--- src/hw/rtl/mtcd_pkg.sv ---
// ----------------------------------------------------------------------------
// mtcd_pkg - shared types and constants of the crank wheel decoder
// Register layout, request codes, field widths and fixed-point constants.
// ----------------------------------------------------------------------------
package mtcd_pkg;

   localparam int RING_DEPTH_DEF = 128;
   localparam int TIME_WIDTH_DEF = 32;
   localparam int QUEUE_DEPTH    = 2;

   localparam int TEETH_W   = 6;
   localparam int MISSING_W = 3;
   localparam int ANGLE_W   = 25;
   localparam int TICKS_W   = 32;
   localparam int SPEED_W   = 40;
   localparam int EVTIME_W  = 32;
   localparam int CSR_IDX_W = 3;
   localparam int CSR_DAT_W = 32;
   localparam int DPP_W     = 24;

   localparam int unsigned TURN_DEG    = 360;
   localparam int unsigned TURN_Q16    = 23592960;
   localparam int unsigned MANY_TEETH  = 6;
   localparam int unsigned SPEED_SCALE = TURN_DEG * 256;
   localparam logic [SPEED_W-1:0] SPEED_MAX = {SPEED_W{1'b1}};

   localparam logic [TEETH_W-1:0]   TEETH_TOTAL_RST   = 6'd36;
   localparam logic [MISSING_W-1:0] TEETH_MISSING_RST = 3'd1;
   localparam logic [TICKS_W-1:0]   TICKS_RST         = 32'd1000000;

   typedef enum logic [CSR_IDX_W-1:0] {
      CSR_TEETH_TOTAL   = 3'd0,
      CSR_TEETH_MISSING = 3'd1,
      CSR_TOOTH_WIDTH   = 3'd2,
      CSR_FIRST_ANGLE   = 3'd3,
      CSR_TICKS_PER_SEC = 3'd4
   } csr_index_type;

   typedef enum logic {
      OP_RECORD = 1'b0,
      OP_QUERY  = 1'b1
   } op_type;

   typedef struct packed {
      logic [TEETH_W-1:0]   teeth_total;
      logic [MISSING_W-1:0] teeth_missing;
      logic [ANGLE_W-1:0]   tooth_width_deg;
      logic [ANGLE_W-1:0]   first_tooth_angle;
      logic [TICKS_W-1:0]   ticks_per_second;
   } cfg_type;

endpackage

--- src/hw/rtl/mtcd_front.sv ---
// ----------------------------------------------------------------------------
// mtcd_front - request intake and configuration registers
// Holds the wheel configuration and a short request queue to the back end.
// ----------------------------------------------------------------------------
module mtcd_front #(
   parameter int TIME_WIDTH = mtcd_pkg::TIME_WIDTH_DEF
) (
   input  logic                           clock,
   input  logic                           reset,
   input  logic                           start,
   output logic                           busy,
   input  logic                           req_operation,
   input  logic [mtcd_pkg::EVTIME_W-1:0]  req_event_time,
   input  logic                           req_pin_level,
   input  logic                           csr_we,
   input  logic [mtcd_pkg::CSR_IDX_W-1:0] csr_index,
   input  logic [mtcd_pkg::CSR_DAT_W-1:0] csr_wdata,
   output mtcd_pkg::cfg_type              cfg,
   output logic                           q_valid,
   output logic                           q_op,
   output logic [TIME_WIDTH-1:0]          q_time,
   output logic                           q_level,
   input  logic                           q_pop
);
   import mtcd_pkg::*;

   localparam int PTR_W = $clog2(QUEUE_DEPTH);
   localparam int CNT_W = $clog2(QUEUE_DEPTH + 1);

   cfg_type               cfg_ff, cfg_in;
   logic                  op_ff   [QUEUE_DEPTH];
   logic [TIME_WIDTH-1:0] time_ff [QUEUE_DEPTH];
   logic                  lvl_ff  [QUEUE_DEPTH];
   logic [PTR_W-1:0]      wr_ptr_ff, wr_ptr_in;
   logic [PTR_W-1:0]      rd_ptr_ff, rd_ptr_in;
   logic [CNT_W-1:0]      cnt_ff, cnt_in;
   logic                  full;
   logic                  push;

   assign full = cnt_ff == CNT_W'(QUEUE_DEPTH);
   assign busy = full | reset;
   assign push = start & ~busy;

   always_comb begin
      cfg_in = cfg_ff;
      if (csr_we) begin
         case (csr_index)
            CSR_TEETH_TOTAL:   cfg_in.teeth_total       = csr_wdata[TEETH_W-1:0];
            CSR_TEETH_MISSING: cfg_in.teeth_missing     = csr_wdata[MISSING_W-1:0];
            CSR_TOOTH_WIDTH:   cfg_in.tooth_width_deg   = csr_wdata[ANGLE_W-1:0];
            CSR_FIRST_ANGLE:   cfg_in.first_tooth_angle = csr_wdata[ANGLE_W-1:0];
            CSR_TICKS_PER_SEC: cfg_in.ticks_per_second  = csr_wdata[TICKS_W-1:0];
            default:           cfg_in = cfg_ff;
         endcase
      end
   end

   always_comb begin
      wr_ptr_in = push ? wr_ptr_ff + 1'b1 : wr_ptr_ff;
      rd_ptr_in = q_pop ? rd_ptr_ff + 1'b1 : rd_ptr_ff;
      cnt_in    = cnt_ff + CNT_W'(push) - CNT_W'(q_pop);
   end

   always_ff @(posedge clock) begin
      if (reset) begin
         cfg_ff    <= '{TEETH_TOTAL_RST, TEETH_MISSING_RST, '0, '0, TICKS_RST};
         wr_ptr_ff <= '0;
         rd_ptr_ff <= '0;
         cnt_ff    <= '0;
      end else begin
         cfg_ff    <= cfg_in;
         wr_ptr_ff <= wr_ptr_in;
         rd_ptr_ff <= rd_ptr_in;
         cnt_ff    <= cnt_in;
      end
      if (push) begin
         op_ff[wr_ptr_ff]   <= req_operation;
         time_ff[wr_ptr_ff] <= TIME_WIDTH'(req_event_time);
         lvl_ff[wr_ptr_ff]  <= req_pin_level;
      end
   end

   assign cfg     = cfg_ff;
   assign q_valid = cnt_ff != '0;
   assign q_op    = op_ff[rd_ptr_ff];
   assign q_time  = time_ff[rd_ptr_ff];
   assign q_level = lvl_ff[rd_ptr_ff];
endmodule

--- config.mk ---
export PLATFORM = sky130hd
export DESIGN_NAME = mtcd_front
export DESIGN_NICKNAME = d
export VERILOG_FILES = /design/src/hw/rtl/mtcd_pkg.sv /design/src/hw/rtl/mtcd_front.sv
export SDC_FILE = /design/constraint.sdc
export NUM_CORES = 1
export LEC_CHECK = 0
export BUFFER_PORTS_ARGS = -buffer_cell sky130_fd_sc_hd__buf_2
export CAP_MARGIN = 10
export CORE_MARGIN = 8
export CORE_UTILIZATION = 45
export CTS_CLUSTER_SIZE = 28
export DETAILED_ROUTE_END_ITERATION = 10
export GPL_TIMING_DRIVEN = 0
export PLACE_DENSITY_LB_ADDON = 0.12
export REMOVE_ABC_BUFFERS = 1
export SYNTH_ARGS = -nofsm -noshare
export SYNTH_HDL_FRONTEND = slang
export SYNTH_SLANG_ARGS = --single-unit
--- constraint.sdc ---
create_clock -name clock -period 3.4 [get_ports clock]
set_clock_uncertainty 0.05 [all_clocks]
set_input_delay 0.68 -clock clock [delete_from_list [all_inputs] [get_ports clock]]
set_output_delay 0.68 -clock clock [all_outputs]
set_load 0.05 [all_outputs]
==> metrics.md, run 1 <==
| Metric | Value |
|---|---|
| Outcome | finished clean |
| Fmax achieved | 0.379 GHz |
| Power Density | 583 mW/mm2 |
| IO buf count | 200 |
| Die area | 0.0171 mm2 |
| Post-CTS setup buffer count | 0 |
| Die Y | 131 um |
| Drt first pass iters | 4 |
| DR DRC count | 0 |
| Wire length on met3 | 1470 um |
| Share of cells above drive strength 1 | 38.6% |
| Leak Pwr | 3.13 nW |
| Reg2Reg Depth | 8 |
| Vias in the first global route | 4,681 |
| Total CTS buffers | 17 |
| Gates resized, CTS repair | 0 |
| Worst r2r dst | cnt_ff[1]$_SDFF_PP0_ |
| Area of placed instances | 0.00721 mm2 |
| Vias | 4,432 |
| Req. time, crit path | 2.67 ns |
| Drt via density | 4.86 |
| Crit Path Class | reg2out |
| Post-synth top cells | nand2_1, dfxtp_1, a21oi_1, edfxtp_1, mux2_2 |
| Seq cells post-synth | 164 |
| CTS Buffer Depth | 2 |
| Post-synthesis mux area share | 7.48% |
| Crit path cell chain | mux2_2, buf_2 |
| Worst relative slew slack | 22.9% |
| IO Pins | 201 |
| Area leader, netlist | edfxtp_1 |
| Cell area after layout | 0.00777 mm2 |
| Sequential area share after synthesis | 66.9% |
| Global-route wire length before repair | 23,600 um |
| Setup crit end kind | output port |
| RR Startpoint | cnt_ff[0]$_SDFF_PP0_ |
| CP Max Fanout | 34 |
| Met1 wire length | 5960 um |
| Max Used Layer | met4 |
| Post-synth top area share | 34.5% |
| Area Overhead vs Synth | 31.2% |
| Global placement routability congestion | 0.707 |
| Final HPWL DP | 10,600 um |
| Clk slew on worst S/H paths | 0.06 ns |
| Setup violators final | 0 |
| Area of the multi-input gates | 0.00181 mm2 |
| Top-count cell post-synth | nand2_1 |
| CP max-delay cell | dfxtp_2 |
| Worst Hold Depth | 2 |
| Chip width | 131 um |
| Antenna viol nets, final | 0 |
| Layout fillers | 1,163 |
| Synth Area in Compound Gates | 6.84% |
| Buf/Inv on CP | 1 |
| Yosys cell types | 29 |
| Grt ovf | 0 |
| Largest net degree at the start of global routing | 65 |
| Max-Cap Viols | 0 |
| Worst-margin pin slew | 1.15 ns |
| Yosys warns | 0 |
| Clock sinks | 164 |
| H-tree depth | 4 |
| Syn Inst Count | 530 |
| Post-Route WL | 14,900 um |
| Power Total | 4.53 mW |
| CTS Hold Bufs | 0 |
| Root buffer selected by CTS | clkbuf_16 |
| RSZ-0062 raised after global routing | no |
| Hold Crit Class | reg2reg |
| Clock latency on the worst-skew pair | 0.41 ns |
| Final min period | 2.64 ns |
| Rows | 42 |
| Ys flop type | dfxtp_1 |
| Data arrival time of the critical path | 1.91 ns |
| Max-slew violations | 0 |
| Hold_sp | cfg[13]$_SDFFE_PP0P_ |
| FFs w/ async S/R, synth | 0% |
| Main combinational cell family by area after synthesis | simple AND/OR/NAND/NOR gates |
| Fin nets | 798 |
| DR WL met2 | 7250 um |
| Starting Density | 45.4% |
| Core area | 0.0130 mm2 |
| Worst setup SP type | register |
| Initial antenna violation count | 1 |
| Synthesized area | 0.00592 mm2 |
| CP delay by family, top | flip-flops |
| CP peak stage delay | 0.86 ns |
| Hold Vio Cnt, Final | 0 |
| Synth Area in XOR/XNOR | 0.296% |
| Initial DRC count | 159 |
| CTS tree | yes |
| FF-to-FF setup slack | 1.56 ns |
| Total track usage | 18.0% |
| Fin crit share | 77.7% |
| Largest cells by area after synthesis | edfxtp_1, dfxtp_1, nand2_1 |
| Per-cell routed wire length | 16.3 um |
| Worst hold-check slack | 0.400 ns |
| Count of flip-flops with a built-in enable after synthesis | 68 |
| Simple-gate area share of the yosys netlist | 14.7% |
| Mean Syn Cell Area | 11.2 um2 |
| Worst Hold End | cfg[13]$_SDFFE_PP0P_ |
| VDD IR max | 0.280 mV |
| Reg area | 0.00397 mm2 |
| Synth Area in Adders | 0.422% |
[worst max path at each step]
stage	startpoint	endpoint	slack, ns	cells past startpoint
after floorplan	csr_index[0]	cfg[0]$_SDFFE_PP0P_	-0.01	3
after global placement	csr_index[2]	cfg[24]$_SDFFE_PP0P_	-2.35	4
after detailed placement	reset	cnt_ff[1]$_SDFF_PP0_	0.93	8
after CTS	register	q_time[29]	0.70	2
after global routing	register	q_time[2]	0.63	2
final	register	q_time[4]	0.76	2
[cells in the final DEF (no fill, tap or decap), drive strengths merged, types with 2 or more instances in the layout]
cell type / instances
dfxtp: 96
a21oi: 78
ha: 2
buf: 210
inv: 5
mux2i: 6
nand2: 150
nor3: 18
nor4bb: 2
clkinv: 6
clkbuf: 20
nand2b: 2
mux2: 34
clkinvlp: 2
nor2: 21
nand4bb: 2
edfxtp: 68
[flip-flops by register name, indices dropped and copies added, names as in the netlist, named ones only]
register   flops
time_ff       64
wr_ptr_ff      1
cfg           91
rd_ptr_ff      1
op_ff          2
lvl_ff         2
cnt_ff         2
[per-layer routing]
layer	track usage, %	vias to the layer above
met5	0	-
met4	7.29	0
met3	7.31	18
met2	30.2	155
met1	20.1	2065
li1	-	2194
[cells by family after synthesis]
| logic type | count (synthesis) |
|---|---|
| XOR/XNOR | 2 |
| adder cells (fa/ha/maj) | 2 |
| AND/OR/NAND/NOR | 203 |
| buffers and inverters | 39 |
| flip-flops | 164 |
| AO/OA/AOI/OAI | 80 |
| multiplexers | 40 |
[layout make-up]
class                           instances  area share (%)
Antenna cell                            1          0.0322
Sequential cell                       164            51.0
Timing Repair Buffer                  210            15.5
Clock buffer                           20            5.88
Tap cell                              176            2.83
Inverter                                2          0.0966
Clock inverter                         12            1.32
Multi-Input combinational cell        327            23.3
[worst register-to-register path: stages (launching register included)]
cell and delay (ns):
dfxtp_1 0.34, nand2b_1 0.15, nand3b_1 0.24, ha_1 0.36, inv_1 0.04, ha_1 0.18, xor2_1 0.15, and2_1 0.15
nor3_1 0.11
[stage by stage]
step | worst slack [ns] | utilization (%) | TNS, ns | cells
finish | 0.759 | 59.6 | 0 | 912
global route | 0.627 | 59.6 | 0 | 912
CTS | 0.704 | 59.6 | 0 | 911
detailed placement | 0.931 | 55.3 | 0 | 879
global placement | -2.35 | 53.3 | -189.91 | 869
floorplan | -0.0128 | - | -0.321 | 493
[report_power, final]
group | total [mW] | leakage [nW] | switching (mW) | internal [mW]
clock network | 1.79 | 0.277 | 0.741 | 1.04
registers | 2.17 | 1.40 | 0.0397 | 2.13
logic | 0.579 | 1.46 | 0.407 | 0.172
(Power assumes the default switching activity.)
==> inputs of run 2 (changes only) <==
Clock period 3.4 ns to 2.4 ns, I/O delays scaled along.
==> run 2 against run 1 <==
Design area is essentially flat. Via count is the same. Cell count is the same. Non-clock buffer count is the same. Count of clock-buffer cells in the layout is the same. Die area is the same.
==> metrics.md, run 2 (synthesis results as in run 1) <==
| Metric | Value |
|---|---|
| Root buffer selected by CTS | clkbuf_16 |
| Most frequent cells in the layout | buf_2, nand2_1, dfxtp_1 |
| Data arrival time of the critical path | 1.67 ns |
| Vias | 4,432 |
| Hold Vio Cnt, Final | 0 |
| RR Startpoint | cnt_ff[0]$_SDFF_PP0_ |
| IO Pins | 201 |
| Leak Pwr | 3.13 nW |
| Worst setup SP type | register |
| Die area | 0.0171 mm2 |
| Worst relative slew slack | 22.9% |
| Worst-margin pin slew | 1.15 ns |
| Vias in the first global route | 4,681 |
| Reg area | 0.00397 mm2 |
| Max reg flops | 91 |
| Power Total | 6.42 mW |
| Fin crit share | 91.6% |
| Post-Route WL | 14,900 um |
| FF-to-FF setup slack | 0.56 ns |
| Area Overhead vs Synth | 31.2% |
| Layout fillers | 1,164 |
| Share of cells above drive strength 1 | 38.6% |
| Drt via density | 4.86 |
| Post-CTS setup buffer count | 0 |
| Setup crit end kind | output port |
| Die Y | 131 um |
| Fmax achieved | 0.455 GHz |
| Largest net degree at the start of global routing | 65 |
| Req. time, crit path | 1.87 ns |
| Area of the multi-input gates | 0.00181 mm2 |
| Most common cell after layout, fill and taps aside | buf_2 |
| Power Density | 826 mW/mm2 |
| Crit Path Class | reg2out |
| Setup violators final | 0 |
| Max-Cap Viols | 0 |
| Global-route wire length before repair | 23,600 um |
| Worst hold-check slack | 0.204 ns |
| Worst Hold Depth | 1 |
| Outcome | finished clean |
| Hold Crit Class | in2reg |
| Final setup margin | 0.202 ns |
| Starting Density | 45.4% |
| IO buf count | 200 |
| Grt ovf | 0 |
| Core area | 0.0130 mm2 |
| Global placement routability congestion | 0.707 |
| RSZ-0062 raised after global routing | no |
| Rows | 42 |
| Clock latency on the worst-skew pair | 0.41 ns |
| Initial antenna violation count | 1 |
| Chip width | 131 um |
| Clk slew on worst S/H paths | 0.06 ns |
| DR DRC count | 0 |
| Final HPWL DP | 10,600 um |
| Drt first pass iters | 4 |
| CTS Buffer Depth | 2 |
| Total CTS buffers | 17 |
| H-tree depth | 4 |
| Reg2Reg Depth | 8 |
| CP Max Fanout | 34 |
| Hold_sp | req_event_time[27] |
| Max-slew violations | 0 |
| Total track usage | 18.0% |
| Initial DRC count | 159 |
| Pre-CTS setup slack | 0.131 ns |
| Fin nets | 798 |
| CTS tree | yes |
| Per-cell routed wire length | 16.3 um |
| Worst r2r dst | cnt_ff[1]$_SDFF_PP0_ |
| Antenna viol nets, final | 0 |
| VDD IR max | 0.397 mV |
| Worst Hold End | time_ff[0][27]$_DFFE_PP_ |
| Clock sinks | 164 |
| Final min period | 2.20 ns |
run 2: cell type report:
cell class                 count  area share, %
tap                          176           2.83
clock buffer                  20           5.88
antenna                        1         0.0322
timing repair buffer         210           15.5
inverter                       2         0.0966
multi-input combinational    327           23.3
clock inverter                12           1.32
sequential                   164           51.1
run 2: worst max-delay path, cell delays in order, from the launching register on:
cell and delay, ns:
dfxtp_4 0.64, mux2_2 0.40, buf_2 0.21
run 2: what timing repair did:
item,4_1_cts,5_1_grt
gates resized for setup,1,0
setup endpoints to repair,34,0
hold buffers,0,0
hold endpoints to repair,0,0
run 2: per-layer routing:
metal / vias to the layer above / GRT usage [%] / wire [um]
met3: 18 / 7.31 / 1470
met1: 2065 / 20.1 / 5960
met5: - / 0 / 0
met2: 155 / 30.2 / 7240
met4: 0 / 7.29 / 227
li1: 2194 / - / -
run 2: metrics by stage:
stage          TNS (ns)  util (%)  cell area, um2  instances
3_5_place_dp          0      55.3            7210        879
6_report              0      59.6            7770        912
5_1_grt               0      59.6            7770        912
3_3_place_gp    -299.10      53.3            6950        869
2_1_floorplan    -47.79         -            5730        493
4_1_cts               0      59.6            7770        911
run 2: report_power, final:
part | internal [mW] | switching [mW]
Sequential | 3.01 | 0.0561
Combinational | 0.243 | 0.576
Clock | 1.48 | 1.05
Total | 4.74 | 1.68
run 2: worst max path at each step:
stage | slack, ns | to | start | depth (start not counted)
floorplan | -0.81 | cfg[0]$_SDFFE_PP0P_ | csr_index[0] | 3
global placement | -3.15 | cfg[24]$_SDFFE_PP0P_ | csr_index[2] | 4
detailed placement | 0.13 | cnt_ff[1]$_SDFF_PP0_ | reset | 8
CTS | 0.16 | q_time[29] | register | 2
global route | 0.10 | q_time[2] | register | 2
finish | 0.20 | q_time[4] | register | 2
==> inputs of run 3 (changes only) <==
Settings changed: PLACE_DENSITY set to 0.8, PLACE_DENSITY_LB_ADDON 0.12 to unset.
==> run 3 against run 2 <==
Design area decreased by 0.71%. Non-clock buffer count decreased by 3. Die area unchanged. Register-to-register slack worse by 0.13 ns. Critical path type unchanged. Critical endpoint is now q_time[19]. Largest power group unchanged.
==> metrics.md, run 3 (synthesis results as in run 1) <==
| Metric | Value |
|---|---|
| Global-route wire length before repair | 23,100 um |
| Setup crit end kind | output port |
| IO buf count | 200 |
| Most common cell after layout, fill and taps aside | buf_2 |
| Max reg flops | 91 |
| Fin nets | 795 |
| Worst-margin pin slew | 1.14 ns |
| Pre-CTS setup slack | 0.0374 ns |
| CP max-delay cell | dfxtp_4 |
| Starting Density | 45.4% |
| Reg area | 0.00397 mm2 |
| Area of the multi-input gates | 0.00181 mm2 |
| Rows | 42 |
| Reg2Reg Depth | 3 |
| Die area | 0.0171 mm2 |
| Final min period | 2.21 ns |
| Post-Route WL | 14,700 um |
| Total track usage | 17.7% |
| Worst relative slew slack | 24.0% |
| Crit Path Class | reg2out |
| Req. time, crit path | 1.87 ns |
| Worst Hold Depth | 1 |
| Fmax achieved | 0.452 GHz |
| Most frequent cells in the layout | buf_2, nand2_1, dfxtp_1 |
| IO Pins | 201 |
| Share of cells above drive strength 1 | 37.6% |
| Global placement routability congestion | 0.737 |
| Initial antenna violation count | 1 |
| DR DRC count | 0 |
| Final instance count without filler cells | 908 |
| Antenna viol nets, final | 0 |
| Final setup margin | 0.189 ns |
| Total CTS buffers | 17 |
| CP peak stage delay | 0.63 ns |
| Leak Pwr | 3.11 nW |
| Vias | 4,464 |
| Grt ovf | 0 |
| Drt via density | 4.92 |
| Per-cell routed wire length | 16.2 um |
| Clock latency on the worst-skew pair | 0.41 ns |
| H-tree depth | 4 |
| Power Density | 842 mW/mm2 |
| Layout fillers | 1,111 |
| Initial DRC count | 271 |
| Largest net degree at the start of global routing | 70 |
| Crit path cell chain | mux2_2, buf_2 |
| Setup violators final | 0 |
| Outcome | finished clean |
| Worst setup SP type | register |
| Post-CTS setup buffer count | 0 |
| RSZ-0062 raised after global routing | no |
| Fin crit share | 92.1% |
| Chip width | 131 um |
| CTS tree | yes |
| CP Max Fanout | 34 |
| Max-slew violations | 0 |
| CTS Buffer Depth | 2 |
| Max-Cap Viols | 0 |
| Setup tns final | 0 ns |
| Drt first pass iters | 6 |
| Data arrival time of the critical path | 1.68 ns |
| Cell area after layout | 0.00772 mm2 |
| Core area | 0.0130 mm2 |
| Final HPWL DP | 10,700 um |
| Area Overhead vs Synth | 30.3% |
| Clk slew on worst S/H paths | 0.06 ns |
| Clock sinks | 164 |
| Dpl cells | 876 |
| Hold Crit Class | in2reg |
| Area of placed instances | 0.00713 mm2 |
| Die Y | 131 um |
| Vias in the first global route | 4,550 |
| VDD IR max | 0.507 mV |
| Root buffer selected by CTS | clkbuf_16 |
| Hold Vio Cnt, Final | 0 |
| Final cell utilization of the core | 59.2% |
[run 3: cell types whose count changed in the layout (fill, tap and decap cells not counted)]
cell / before / now
bufinv_16: 1 / 2
clkbuf_1: 1 / 6
clkbuf_16: 17 / 18
clkinvlp_4: 2 / 1
clkinv_4: 1 / 0
buf_12: 0 / 1
buf_6: 3 / 2
buf_16: 5 / 2
inv_6: 2 / 0
inv_4: 1 / 0
clkinv_2: 5 / 2
[run 3: worst paths after layout]
path / end / start / slack [ns]
hold / removal: time_ff[0][14]$_DFFE_PP_ / req_event_time[14] / 0.21
setup reg to reg: time_ff[0][31]$_DFFE_PP_ / cnt_ff[0]$_SDFF_PP0_ / 0.43
setup / recovery: q_time[19] / register / 0.19
hold reg to reg: cfg[37]$_SDFFE_PP0P_ / cfg[37]$_SDFFE_PP0P_ / 0.40
[run 3: stage by stage]
stage	hold slack [ns]	total power [mW]
finish	0.207	6.50
global route	0.185	6.73
CTS	0.179	6.57
detailed placement	0.393	3.94
global placement	0.388	3.90
floorplan	0.391	3.65
[run 3: critical path, delay by kind of cell, from the launching register on]
family / cells / cell delay [ns]
DFF: 1 / 0.63
buffers and inverters: 1 / 0.22
muxes: 1 / 0.42
[run 3: layout make-up]
cell class                 instances  share of cell area [%]
antenna                            1                  0.0324
clock buffer                      26                    6.49
inverter                           2                  0.0973
clock inverter                     5                    1.01
timing repair buffer             207                    14.7
multi-input combinational        327                    23.4
tap                              176                    2.85
sequential                       164                    51.4
[run 3: per-layer routing]
layer  vias to the layer above  global-route usage [%]  wire length, um
li1                       2186                       -                -
met1                      2066                    20.3             5880
met2                       197                    27.8             6690
met3                        15                    8.64             2000
met4                         0                    6.82              168
met5                         -                       0                0
[run 3: timing repair]
item | in CTS | in global routing
resized for setup | 1 | 0
hold buffers | 0 | 0
endpoints found under the setup margin | 34 | 0
[run 3: report_power, final]
group / leakage [nW] / total, mW / internal, mW / switching, mW
clock: 0.280 / 2.63 / 1.64 / 0.984
sequential: 1.40 / 3.07 / 3.02 / 0.0552
combinational: 1.43 / 0.804 / 0.229 / 0.575
